--- config.mk ---
export PLATFORM = sky130hd
export DESIGN_NAME = ffc_ram
export DESIGN_NICKNAME = d
export VERILOG_FILES = /design/src/design/ffc_ram.sv
export SDC_FILE = /design/constraint.sdc
export NUM_CORES = 1
export LEC_CHECK = 0
export BUFFER_PORTS_ARGS = -buffer_cell sky130_fd_sc_hd__buf_2
export CORE_ASPECT_RATIO = 1.2
export CORE_MARGIN = 2
export CORE_UTILIZATION = 61
export DETAILED_ROUTE_END_ITERATION = 8
export PLACE_DENSITY_LB_ADDON = 0.1
export SLEW_MARGIN = 40
export SYNTH_ARGS = -nofsm -noshare
export SYNTH_HDL_FRONTEND = slang
export SYNTH_SLANG_ARGS = --single-unit
--- constraint.sdc ---
create_clock -name clk -period 3.4 [get_ports clk]
set_input_delay 0.68 -clock clk [delete_from_list [all_inputs] [get_ports clk]]
set_output_delay 0.68 -clock clk [all_outputs]
set_load 0.01 [all_outputs]
--- src/design/ffc_ram.sv ---
`timescale 1ns / 1ps
module ffc_ram #(
	parameter int WIDTH = 32,
	parameter int DEPTH = 32
) (
	input  logic                     clk,
	input  logic                     we,
	input  logic [$clog2(DEPTH)-1:0] waddr,
	input  logic [WIDTH-1:0]         wdata,
	input  logic [$clog2(DEPTH)-1:0] raddr,
	output logic [WIDTH-1:0]         rdata
);

	logic [WIDTH-1:0] mem [DEPTH];

	always_ff @(posedge clk) begin
		if (we)
			mem[waddr] <= wdata;
		rdata <= mem[raddr];
	end

endmodule

==> run summary, run 1 <==
Post-CTS Setup Repair Bufs: 0
io pins: 76
Die H: 286.2 um
Req. time, crit path: 3740 ps
GPL Wtd Cong: 0.8037
RSZ-0062 raised after global routing: no
Hold/Removal Path Class: input port to register
Max IR drop VDD: 0.5220 mV
Worst Path Buf+Inv: 2
crit end category: register
final core occ: 69.56%
Root Buffer: clkbuf_16
outcome: complete, no violations
slowest stage cell, crit path: or3b_2
vias in the first global route: 21.31k
Layout Area Growth over Synthesis: 12.93%
Final Hold Vio Count: 0
Initial Util: 61.60%
cells after synthesis: 2260
global-route wire length before repair: 140.4 mm
H-tree levels: 3
crit-path max cell delay: 730 ps
Max Root-Sink Buffers: 3
DP Area: 42620 um2
Detailed Route WL: 95.68 mm
initial antenna violation count: 7
min-delay src: wdata[14]
total gr overflow: 0
CTS clk-pin slew, worst paths: 60 ps
worst slew pin tran: 749.2 ps
cell accounting for the most synthesized area: edfxtp_1
crit path launch type: input port
number of synthesized register bits: 1056
R2R setup slack: 1990 ps
post-CTS sizing: 0
core area: 65730 um2
final max-slew violation count: 0
Placement Rows: 103
Post-Synthesis Net Count: 2304
Final setup viols: 0
ranking of synthesized cells by area: edfxtp_1, mux2i_1, a22oi_1, dfxtp_1, a22o_1
FMAX: 482.4 MHz
post-synthesis average cell area: 17.91 um2
Avg Vias per Cell: 6.389
drt wl/cell: 28.83 um
CP max FO: 19
Worst Skew: 11.49 ps
Final Hold Slack: 538.1 ps
Max Cap Viol: 0
CTS Hold Bufs: 0
Reg2Reg Launch Point: mem[7][10]
post-layout min period: 2073 ps
Via Count: 21.21k
total negative slack: 0 ps
Buffers on Ports: 75
FILL cells: 4201
critical-path cell list: buf_2, or3b_2, nor2_4, buf_12
slew margin rel.: 50.05%
area fraction of the dominant cell type after synthesis: 75.95%
CTS sink cnt: 1056
sequential area share after synthesis: 77.54%
power density over cell area: 580.0 nW/um2
antenna viol nets, final: 0
Mapped Area: 40490 um2
Final Cycle Share: 60.97%
Post-Place Cells: 3140
Top delay family on crit path: simple AND/OR/NAND/NOR gates
die span in x: 239.2 um
DRT iter0 DRCs: 2179
WP data arrival: 2410 ps
worst setup path start: waddr[1]
HPWL Detailed: 51.86 mm
CTS Buf Count: 98
first drt pass iteration count: 6
CTS tree: built
Distinct cells, synth: 25
Final #Nets: 2444
Yosys warnings: 0
number of diodes: 0
largest net degree at the start of global routing: 57
clk_lat worst skew: 650 ps
drt drc: 0
layout cells sized above 1: 13.88%
Final Cell Area: 45720 um2
Leak: 16.01 nW
GR Util All Layers: 28.48%
critical path type: input port to register
Cell Count, Final, Fillers Out: 3319
die area: 68450 um2
## final timing paths
path | to | cells after the start
worst max register to register | rdata[10] | 5
worst min register to register | rdata[28] | 4
worst max-delay path | mem[16][1] | 4
worst min-delay path | mem[20][14] | 1
## synth_stat cells
cell type and number:
edfxtp_1 1024, mux2i_1 512, nand2_1 98, nand3_1 98, a21oi_1 96, a22oi_1 96, a22o_1 64, clkbuf_1 46
nor2_1 34, buf_4 33, a31oi_1 32, dfxtp_1 32, nor3_1 32, buf_2 26, buf_6 15, buf_1 5
nand3b_1 5, or3b_2 3, clkbuf_4 2, nand2b_1 2, and2_1 1, and2b_1 1, nor2b_1 1, or2_2 1
or3_1 1
## layout by cell type (no fill, tap or decap), drive strengths merged
master | synthesis | layout
clkinvlp | 0 | 1
and2 | 1 | 1
dfxtp | 32 | 32
buf | 79 | 167
nor2b | 1 | 1
or3b | 3 | 3
nand3 | 98 | 98
or3 | 1 | 1
a22oi | 96 | 96
bufinv | 0 | 6
clkbuf | 48 | 132
nor3 | 32 | 32
edfxtp | 1024 | 1024
clkinv | 0 | 38
a31oi | 32 | 32
nand2 | 98 | 98
nor2 | 34 | 34
or2 | 1 | 1
inv | 0 | 2
a21oi | 96 | 96
mux2i | 512 | 512
nand3b | 5 | 5
a22o | 64 | 64
and2b | 1 | 1
nand2b | 2 | 2
## state kept, by name (all words and copies together) (netlist names)
register / cells
mem: 1024
rdata: 32
## report_power, final
part,switching (mW),internal (mW)
combinational,0.905,0.467
clock,4.53,6.06
sequential,0.0820,14.5
## per-layer routing
metal | up-vias | GRT usage (%) | routed length (um) | share of wire (%)
met5 | - | 0 | 73 | 0.076
met4 | 12 | 10.44 | 2997 | 3.1
met3 | 185 | 4.223 | 6475 | 6.8
met2 | 834 | 46.21 | 46920 | 49
met1 | 10910 | 39.82 | 39210 | 41
li1 | 9260 | - | - | -
## cells by family (layout without fill, tap and decap cells)
| family | count (synthesis) | after routing | synth area share [%] |
|---|---|---|---|
| compound gates | 288 | 288 | 4.846 |
| buf+inv | 127 | 346 | 1.860 |
| mux | 512 | 512 | 12.66 |
| simple gates | 277 | 277 | 3.100 |
| flops | 1056 | 1056 | 77.53 |
## area by class of cell
class / count / area (um2) / share of cell area (%)
Clock buffer: 132 / 2734 / 5.980
Clock inverter: 47 / 366.6 / 0.8018
Sequential cell: 1056 / 31390 / 68.66
Tap cell: 840 / 1051 / 2.299
Multi-Input combinational cell: 1077 / 8615 / 18.84
Timing Repair Buffer: 167 / 1564 / 3.421
## through the flow
| stage | setup slack (ps) | total power [mW] |
|---|---|---|
| finish | 1327 | 26.52 |
| CTS | 1346 | 26.67 |
| detailed placement | 662.1 | 16.20 |
| global placement | 692.6 | 16.17 |
| global route | 1298 | 27.28 |
| floorplan | 285.9 | 15.57 |
Power figures use the tool's default switching activity.
==> run 2, diff against run 1 <==
CORE_UTILIZATION = 56   (was 61)
clock period = 1.82 ns   (was 3.4 ns; I/O delays follow)
==> run 2 against run 1 <==
Worst setup slack got worse by 1200 ps. Critical path depth fell by 3. Total power increased by 92%. First-iteration DRC count decreased by 11%. Core utilization down 2.7 points. Cell area rose by 5.1%. Sequential share of layout area is 3.4 points lower. Count of clock-buffer cells in the layout shrank 4. Hold slack worse by 330 ps. Global-route usage shrank 0.68 points. Sequential cell count is the same. Critical endpoint is now rdata[10]. Highest routed layer unchanged.
==> run summary, run 2 (same netlist as run 1, synthesis figures left out) <==
max reg flops: 1024 (unchanged)
Worst Path Buf+Inv: 1 (-1)
die area: 74470 um2 (+8.8%)
first drt pass iteration count: 5 (-1)
met3 routed WL: 6.329 mm (-2.3%)
GPL Wtd Cong: 0.8055 (+0.22%)
GR Util All Layers: 27.80% (-0.68 points)
commonest non-fill, non-tap cell in the layout: edfxtp_1
Layout Area Growth over Synthesis: 18.73%
drt wl/cell: 28.77 um (-0.19%)
hold path cells: 1 (unchanged)
CTS Buf Count: 99 (+1.0%)
Top delay family on crit path: flip-flops
highest routed layer: met5
vias in the first global route: 21.94k (+3.0%)
CP max FO: 1 (-18)
Via Count: 22.01k (+3.8%)
Worst Skew: 15.42 ps (+3.927 ps)
Max IR drop VDD: 0.7648 mV (+46%)
global-route wire length before repair: 148.5 mm (+5.8%)
crit end category: primary output
Die H: 298.5 um (+4.3%)
final max-slew violation count: 0 (unchanged)
WP data arrival: 1350 ps (-1060 ps)
critical path type: register to primary output
io pins: 76 (unchanged)
drt drc: 0 (unchanged)
Final setup viols: 0 (unchanged)
DRT iter0 DRCs: 1944 (-11%)
post-CTS sizing: 0 (unchanged)
outcome: complete, no violations
RSZ-0062 raised after global routing: no
Detailed Route WL: 102.9 mm (+7.5%)
Final Hold Vio Count: 0 (unchanged)
post-layout min period: 1716 ps
Req. time, crit path: 1460 ps (-2280 ps)
H-tree levels: 3 (unchanged)
initial antenna violation count: 5 (-2)
Final Cell Area: 48070 um2 (+5.1%)
cells on worst reg2reg path: 6 (+1)
total negative slack: 0 ps (unchanged)
slowest stage cell, crit path: dfxtp_1
crit path launch type: register
most flop-heavy register: mem
total gr overflow: 0 (unchanged)
layout cells sized above 1: 19.48% (+5.6 points)
FILL cells: 4835 (+15%)
CTS sink cnt: 1056 (unchanged)
Initial Util: 56.32% (-5.3 points)
HPWL Detailed: 62.33 mm (+20%)
WL met1: 41.96 mm (+7.0%)
Total Power: 51.00 mW (+92%)
CTS Hold Bufs: 0 (unchanged)
reg2reg end: rdata[17]
Avg Vias per Cell: 6.157 (-3.6%)
clk_lat worst skew: 650 ps (about the same)
Hold EP: mem[15][29]
met2 WL post-DR: 50.58 mm (+7.8%)
Leak: 17.14 nW (+7.0%)
Root Buffer: clkbuf_16
Placement Rows: 108 (+4.9%)
Hold/Removal Path Class: input port to register
worst slew pin tran: 584.4 ps (-164.8 ps)
crit-path max cell delay: 500 ps (-230 ps)
DP Area: 44750 um2 (+5.0%)
core area: 71890 um2 (+9.4%)
largest net degree at the start of global routing: 35 (-39%)
die span in x: 249.5 um (+4.3%)
FMAX: 582.8 MHz
Max Cap Viol: 0 (unchanged)
Final Cycle Share: 94.27%
power density over cell area: 1061 nW/um2 (+83%)
CTS clk-pin slew, worst paths: 60 ps (about the same)
Final #Nets: 2599 (+6.3%)
Max Root-Sink Buffers: 3 (unchanged)
Regs by FF count: mem (1024), rdata (32)
final core occ: 66.86% (-2.7 points)
CTS tree: built
R2R setup slack: 370 ps (-1620 ps)
min-delay src: wdata[29]
Reg2Reg Launch Point: mem[7][17]
Post-CTS Setup Repair Bufs: 0 (unchanged)
Buffers on Ports: 75 (unchanged)
critical-path cell list: buf_2
slew margin rel.: 61.04% (+11 points)
most frequent cells in the layout: edfxtp_1, mux2i_1, buf_4, buf_12, clkbuf_16
antenna viol nets, final: 0 (unchanged)
==> run 2: area by class of cell <==
class	count	area, um2	share of cell area [%]
tap	935	1170	2.434
timing repair buffer	321	3558	7.403
multi-input combinational	1077	8627	17.95
clock inverter	56	575.6	1.197
sequential	1056	31390	65.30
antenna	2	5.005	0.01041
clock buffer	128	2741	5.703
==> run 2: report_power, final <==
part           total (mW)  switching (mW)  internal [mW]
clock network        20.9            8.60           12.3
registers            27.2           0.144           27.0
logic                2.93            1.77           1.16
total                51.0            10.5           40.5
==> run 2: worst reg2reg max path: cells and delay by family (launching register included) <==
kind | cells | cell delay [ps]
compound gates | 2 | 500
mux | 1 | 180
flops | 1 | 350
simple gates | 2 | 170
buf+inv | 1 | 150
==> run 2: how the worst max path moves through the flow <==
stage / start / to / slack (ps) / cells after the start
3_3_place_gp: raddr[0] / rdata[6] / -190 / 8
5_1_grt: rdata[10] / rdata[10] / 90 / 1
2_1_floorplan: waddr[0] / mem[10][0] / -230 / 2
6_report: rdata[10] / rdata[10] / 100 / 1
3_5_place_dp: raddr[0] / rdata[6] / -210 / 8
4_1_cts: rdata[10] / rdata[10] / 80 / 1
==> run 2: layer usage <==
layer  global-route usage [%]  vias to the layer above
met5                        0                        -
met4                    10.86                        6
met3                    4.451                      195
met2                    45.87                      849
met1                    37.57                    11390
li1                         -                     9577
==> run 2: per-stage QoR <==
step / setup WS, ps / std cells / hold WS, ps
6_report: 104.2 / 3575 / 203.4
5_1_grt: 92.21 / 3573 / 214.5
4_1_cts: 76.00 / 3573 / 171.1
3_5_place_dp: -213.2 / 3389 / 577.1
3_3_place_gp: -193.0 / 3389 / 572.6
2_1_floorplan: -227.8 / 2260 / 462.9
