## config.mk

```make
export PLATFORM = sky130hd
export DESIGN_NAME = ffc_mul
export DESIGN_NICKNAME = d
export VERILOG_FILES = /design/src/design/ffc_pkg.sv /design/src/design/ffc_mul.sv
export SDC_FILE = /design/constraint.sdc
export NUM_CORES = 2
export LEC_CHECK = 0
export BUFFER_PORTS_ARGS = -buffer_cell sky130_fd_sc_hd__buf_2
export CORE_ASPECT_RATIO = 0.7
export CORE_MARGIN = 5
export CORE_UTILIZATION = 25
export CTS_CLUSTER_DIAMETER = 100
export CTS_CLUSTER_SIZE = 24
export DETAILED_ROUTE_END_ITERATION = 8
export PLACE_DENSITY = 0.46
export SYNTH_ARGS = -nofsm -noshare
export SYNTH_HDL_FRONTEND = slang
export SYNTH_SLANG_ARGS = --single-unit
```

## constraint.sdc

```tcl
create_clock -name clk -period 10.9 [get_ports clk]
set_input_delay 1.09 -clock clk [delete_from_list [all_inputs] [get_ports clk]]
set_output_delay 1.09 -clock clk [all_outputs]
set_load 0.03 [all_outputs]
```

## src/design/ffc_pkg.sv

```systemverilog
`timescale 1ns / 1ps
package ffc_pkg;

	localparam int NUM_RESONATORS_DEF = 5;
	localparam int SAMPLE_BITS        = 24;
	localparam int COEF_BITS          = 32;
	localparam int STATE_BITS         = 48;
	localparam int ACC_BITS           = 50;
	localparam int MIX_BITS           = 17;
	localparam int INDEX_BITS         = 6;
	localparam int CFG_INDEX_BITS     = 1;
	localparam int MAX_SECTIONS       = 10;

	localparam logic [CFG_INDEX_BITS-1:0] CFG_WAH_MIX     = 1'd0;
	localparam logic [CFG_INDEX_BITS-1:0] CFG_FORMANT_MIX = 1'd1;

	localparam logic [MIX_BITS-1:0] MIX_ONE       = 17'd65536;
	localparam logic [MIX_BITS-1:0] WAH_MIX_RST   = 17'd52429;
	localparam logic [MIX_BITS-1:0] FMT_MIX_RST   = 17'd62259;
	localparam logic [COEF_BITS-1:0] COEF_UNITY   = 32'h0400_0000;
	localparam logic [COEF_BITS-1:0] COEF_DRIVE10 = 32'h2800_0000;

	localparam logic signed [STATE_BITS-1:0] ONE_I     = 48'sd16777216;
	localparam logic signed [STATE_BITS-1:0] NEG_ONE_I = -48'sd16777216;

	typedef logic signed [STATE_BITS-1:0] state_word_t;

	typedef enum logic [2:0] {
		ST_IDLE,
		ST_READ,
		ST_START,
		ST_WAIT,
		ST_WR1,
		ST_WR2,
		ST_OUT
	} seq_state_t;

	typedef enum logic [3:0] {
		OP_DRIVE,
		OP_B0,
		OP_B1,
		OP_A1,
		OP_B2,
		OP_A2,
		OP_WAH_DRY,
		OP_WAH_WET,
		OP_FMT_DRY,
		OP_FMT_WET
	} op_t;

	typedef enum logic [2:0] {
		MS_IDLE,
		MS_LO,
		MS_HI,
		MS_ACC,
		MS_RND
	} mul_state_t;

	typedef struct packed {
		logic                   start;
		logic                   mix_shift;
		logic signed [32:0]     a;
		logic signed [STATE_BITS-1:0] b;
	} mul_req_t;

	typedef struct packed {
		logic                   done;
		logic signed [STATE_BITS-1:0] p;
	} mul_rsp_t;

	function automatic state_word_t sat48(input logic signed [ACC_BITS-1:0] v);
		if ((v[49] == v[48]) && (v[48] == v[47]))
			return v[47:0];
		return v[49] ? {1'b1, 47'd0} : {1'b0, {47{1'b1}}};
	endfunction

	function automatic state_word_t clip1(input state_word_t v);
		if (v > ONE_I)
			return ONE_I;
		if (v < NEG_ONE_I)
			return NEG_ONE_I;
		return v;
	endfunction

	function automatic logic [SAMPLE_BITS-1:0] to_sample(input state_word_t v);
		state_word_t c;
		logic signed [STATE_BITS:0] t;
		c = clip1(v);
		t = ($signed({c[STATE_BITS-1], c}) + 49'sd1) >>> 1;
		if (t > 49'sd8388607)
			return 24'h7F_FFFF;
		return t[SAMPLE_BITS-1:0];
	endfunction

	// Reset contents of the coefficient table: unity b0 per section, drive ten.
	function automatic logic [COEF_BITS-1:0] coef_default(input logic [INDEX_BITS-1:0] idx,
			input int nsec);
		logic [COEF_BITS-1:0] r;
		r = '0;
		for (int s = 0; s < MAX_SECTIONS; s++) begin
			if ((s < nsec) && (idx == INDEX_BITS'(5 * s)))
				r = COEF_UNITY;
		end
		if (idx == INDEX_BITS'(5 * nsec))
			r = COEF_DRIVE10;
		return r;
	endfunction

endpackage

```

## src/design/ffc_mul.sv

```systemverilog
`timescale 1ns / 1ps
module ffc_mul (
	input  logic              clk,
	input  logic              arst_n,
	input  ffc_pkg::mul_req_t req,
	output ffc_pkg::mul_rsp_t rsp
);
	import ffc_pkg::*;

	mul_state_t  state_q;
	logic        done_q;
	logic        neg_q;
	logic        mix_q;
	logic [31:0] ma_q;
	logic [47:0] mb_q;
	logic [55:0] plo_q;
	logic [55:0] phi_q;
	logic [79:0] prod_q;
	state_word_t p_q;

	logic [32:0] a_mag;
	logic [47:0] b_mag;
	logic [80:0] rnd;
	logic [80:0] quo;
	logic [80:0] lim;
	logic [47:0] mag;

	assign a_mag = req.a[32] ? 33'(-req.a) : 33'(req.a);
	assign b_mag = req.b[47] ? 48'(-req.b) : 48'(req.b);

	// Round half away from zero on the magnitude, then saturate.
	always_comb begin
		rnd = {1'b0, prod_q} + (mix_q ? 81'd32768 : 81'd33554432);
		quo = mix_q ? (rnd >> 16) : (rnd >> 26);
		lim = neg_q ? {33'd0, 1'b1, 47'd0} : {34'd0, {47{1'b1}}};
		mag = (quo > lim) ? lim[47:0] : quo[47:0];
	end

	always_ff @(posedge clk or negedge arst_n) begin
		if (!arst_n) begin
			state_q <= MS_IDLE;
			done_q  <= 1'b0;
		end else begin
			done_q <= 1'b0;
			case (state_q)
				MS_IDLE: if (req.start) state_q <= MS_LO;
				MS_LO:   state_q <= MS_HI;
				MS_HI:   state_q <= MS_ACC;
				MS_ACC:  state_q <= MS_RND;
				MS_RND: begin
					state_q <= MS_IDLE;
					done_q  <= 1'b1;
				end
				default: state_q <= MS_IDLE;
			endcase
		end
	end

	always_ff @(posedge clk) begin
		case (state_q)
			MS_IDLE: begin
				if (req.start) begin
					ma_q  <= a_mag[31:0];
					mb_q  <= b_mag;
					neg_q <= req.a[32] ^ req.b[47];
					mix_q <= req.mix_shift;
				end
			end
			MS_LO:  plo_q  <= ma_q * mb_q[23:0];
			MS_HI:  phi_q  <= ma_q * mb_q[47:24];
			MS_ACC: prod_q <= {24'd0, plo_q} + {phi_q, 24'd0};
			MS_RND: p_q    <= neg_q ? 48'(-mag) : mag;
			default: ;
		endcase
	end

	assign rsp.done = done_q;
	assign rsp.p    = p_q;

endmodule

```

==> flow_summary.ini <==
[outcome]
status = finished, final reports clean

[sta]
worstMarginPinSlew_ns = 1.33
grt_setup_unrepaired = false
setup_viol_count_final = 0
fmax_ghz = 0.107
fin_setup_tns_ns = 0
finalHoldViolCount = 0
fin_skew_ns = 0.0941
period_minus_slack_ns = 9.34
max_slew_margin_pct = 10.8
period_share_pct = 85.7
final-max-slew-violation-count = 0

[run]
max_cap_viol_count = 0

[yosys]
syn_area_per_cell_um2 = 9.25
syn-num-nets = 9051
synth-seq-cells = 296
synthFlopType = edfxtp_1
synthTopCellsByArea = fa_1 40%, edfxtp_1 13%, inv_1 8.4%, ha_1 8.4%, and2_1 7.4%
synth.top_cells.by_count = 1,498 x inv_1, 1,316 x fa_1, 946 x nand2_1
netlist.area_leader.share_pct = 39.5
yosys.area.top_type = fa_1
synth.distinct_cells = 96
async_flop_share_pct = 1.35
ys_warn_count = 0
yosysMostFrequentCell = inv_1
synthCells = 7205
syn_area_um2 = 66600
synth-seq-area-share_pct = 13.3
synth-edff-count = 292

[final_layout]
area_delta_synth_final_pct = 8.15
nFillCells = 28100
fin_util_pct = 27.2
nNetsFinal = 8961
drive_gt1_share_pct = 5.05

[floorplanning]
die-area_um2 = 277000
core_um2 = 265000
io_pins = 134
start_util_pct = 25.1
rows = 158
die_h_um = 442
fp.dieW_um = 627

[global_routing]
grt_busiest_layer = met1
grt_usage_pct = 16.5
use_met3_pct = 5.08
met2_usage_pct = 21.2
grt_use_met1_pct = 26.9
grt_max_degree = 80
grt_pass1_wl_um = 345000
grt_pass1_vias = 51500
grt-ovfl-total = 0
antenna_found_initial = 21

[clock_tree]
cts_tree = yes
cts.clk_slew.worst_paths_ns = 0.10
numCtsBuffers = 21
cts_htree_levels = 1
cts_resized = 0
cts.sinks = 296
clock_tree.buffer_depth = 3
root_buffer = clkbuf_16
cts_setup_buffers = 0
clock_latency_ns = 0.69
postCtsHoldBufs = 0

[critical_path]
criticalPathCategory = flip-flop to flip-flop
timing.rr.start = ma_q[11]
critPathRequiredTime_ns = 11.27
critPathLaunch = ma_q[11]
critPathCaptureType = flip-flop
r2r_cells = 26
cp_data_arrival_time_ns = 9.71
ff2ff_setup_slack_ns = 1.56
critPathLaunchType = flip-flop
path_max_fanout = 22
r2r-end = phi_q[55]
endpoint = phi_q[55]

[route]
post_drt_wl_per_cell_um = 21.5
drtAntennaViolNets = 0
vias = 49400
first_pass_iters = 8
drc = 0
dr.first_iter.drc_count = 4186
wl_um = 229000
vias_per_cell = 4.63

[placement]
gp_congestion = 0.883
io_buffers = 133
dp_hpwl_um = 177000

[worst_hold_path]
hold_class = input port to asynchronous set/reset pin
-- worst min-delay path by stage --
stage,from,to,depth (start not counted)
after floorplan,plo_q[15],prod_q[15],0
after global placement,plo_q[21],prod_q[21],0
after detailed placement,plo_q[23],prod_q[23],0
after CTS,arst_n,state_q[2],1
after global routing,arst_n,state_q[2],1
final,arst_n,state_q[2],1
-- placed cells by master, fill, tap and decap left out, types with 8 or more instances in the layout --
master / synthesis / routed
inv_1: 1498 / 1498
fa_1: 1316 / 1316
nand2_1: 946 / 946
and2_1: 791 / 790
ha_1: 445 / 445
edfxtp_1: 292 / 292
xnor2_1: 190 / 190
a21oi_1: 182 / 182
nor2_1: 176 / 176
buf_2: 19 / 133
buf_4: 5 / 127
o21ai_0: 113 / 113
a21o_1: 79 / 79
nand3_1: 75 / 75
xor2_1: 75 / 75
nor3_1: 68 / 68
nand4_1: 46 / 46
nor4_1: 38 / 38
and3_1: 30 / 30
nand2b_1: 27 / 27
o31ai_1: 26 / 26
mux2i_1: 25 / 25
o21a_1: 25 / 24
o21bai_1: 24 / 24
nor2b_1: 23 / 23
a31oi_1: 23 / 23
or3_1: 23 / 23
clkbuf_16: 0 / 21
or4_1: 20 / 20
a211oi_1: 16 / 16
or2_2: 15 / 15
o41ai_1: 15 / 15
o211ai_1: 14 / 14
and4_1: 13 / 13
diode_2: 0 / 11
o2111ai_1: 10 / 10
o22ai_1: 9 / 9
a22oi_1: 8 / 8
-- stage by stage --
stage | hold slack (ns) | cells | instance area, um^2 | setup WS (ns)
final | 0.305 | 10700 | 72100 | 1.56
after global routing | 0.258 | 10700 | 72100 | 1.15
after CTS | 0.242 | 10600 | 72000 | 1.68
after detailed placement | 0.414 | 10600 | 71300 | 1.76
after global placement | 0.416 | 10600 | 71300 | 2.04
after floorplan | 0.400 | 7205 | 66600 | 0.778
-- cells by family after synthesis --
family | Yosys count | synth area share (%)
DFF | 296 | 13.3
adders and majority gates | 1761 | 47.9
xor gates and xnor gates | 265 | 3.48
buffers and inverters | 1878 | 10.7
AOI/OAI and AO/OA | 639 | 6.39
muxes | 31 | 0.477
and+or+nand+nor | 2335 | 17.8
-- registers in the layout (all words and copies together), names as in the netlist, 3 cells and up --
name and flops:
phi_q 56, p_q 48, mb_q 48, plo_q 41, prod_q 65, state_q 3
ma_q 32
-- layout make-up --
type	instances	area (um^2)	share of cell area, %
clock buffers	27	558	0.774
clock inverters	10	169	0.234
multi-input cells	5031	50700	70.3
well taps	3520	4400	6.11
repair buffers	266	1740	2.41
diodes	11	27.5	0.0382
flip-flops and latches	296	8870	12.3
inverters	1499	5630	7.81
-- routing by layer --
layer | part of all wire (%) | vias up
li1 | - | 21900
met3 | 11 | 133
met2 | 37 | 1947
met4 | 1.0 | 8
met1 | 51 | 25400
met5 | 0.026 | -
-- worst max-delay path, cell delays in order, from the launching register on --
cell and delay (ns):
edfxtp_1 1.00, buf_4 0.36, buf_4 0.38, nand2_1 0.12, fa_1 0.49, inv_1 0.05, fa_1 0.47, inv_1 0.05
fa_1 0.57, fa_1 0.45, fa_1 0.56, inv_1 0.05, fa_1 0.47, inv_1 0.05, fa_1 0.47, inv_1 0.05
ha_1 0.36, a21oi_1 0.26, nand3_1 0.11, a2111oi_0 0.74, nor4_1 0.31, o211ai_1 0.26, a21oi_1 0.18, o41ai_1 0.71
o21ai_0 0.19, a21oi_1 0.21, xnor2_1 0.08
Power is not shown: default switching activity piles up to over one toggle a cycle in this logic, so the estimate is an artifact.
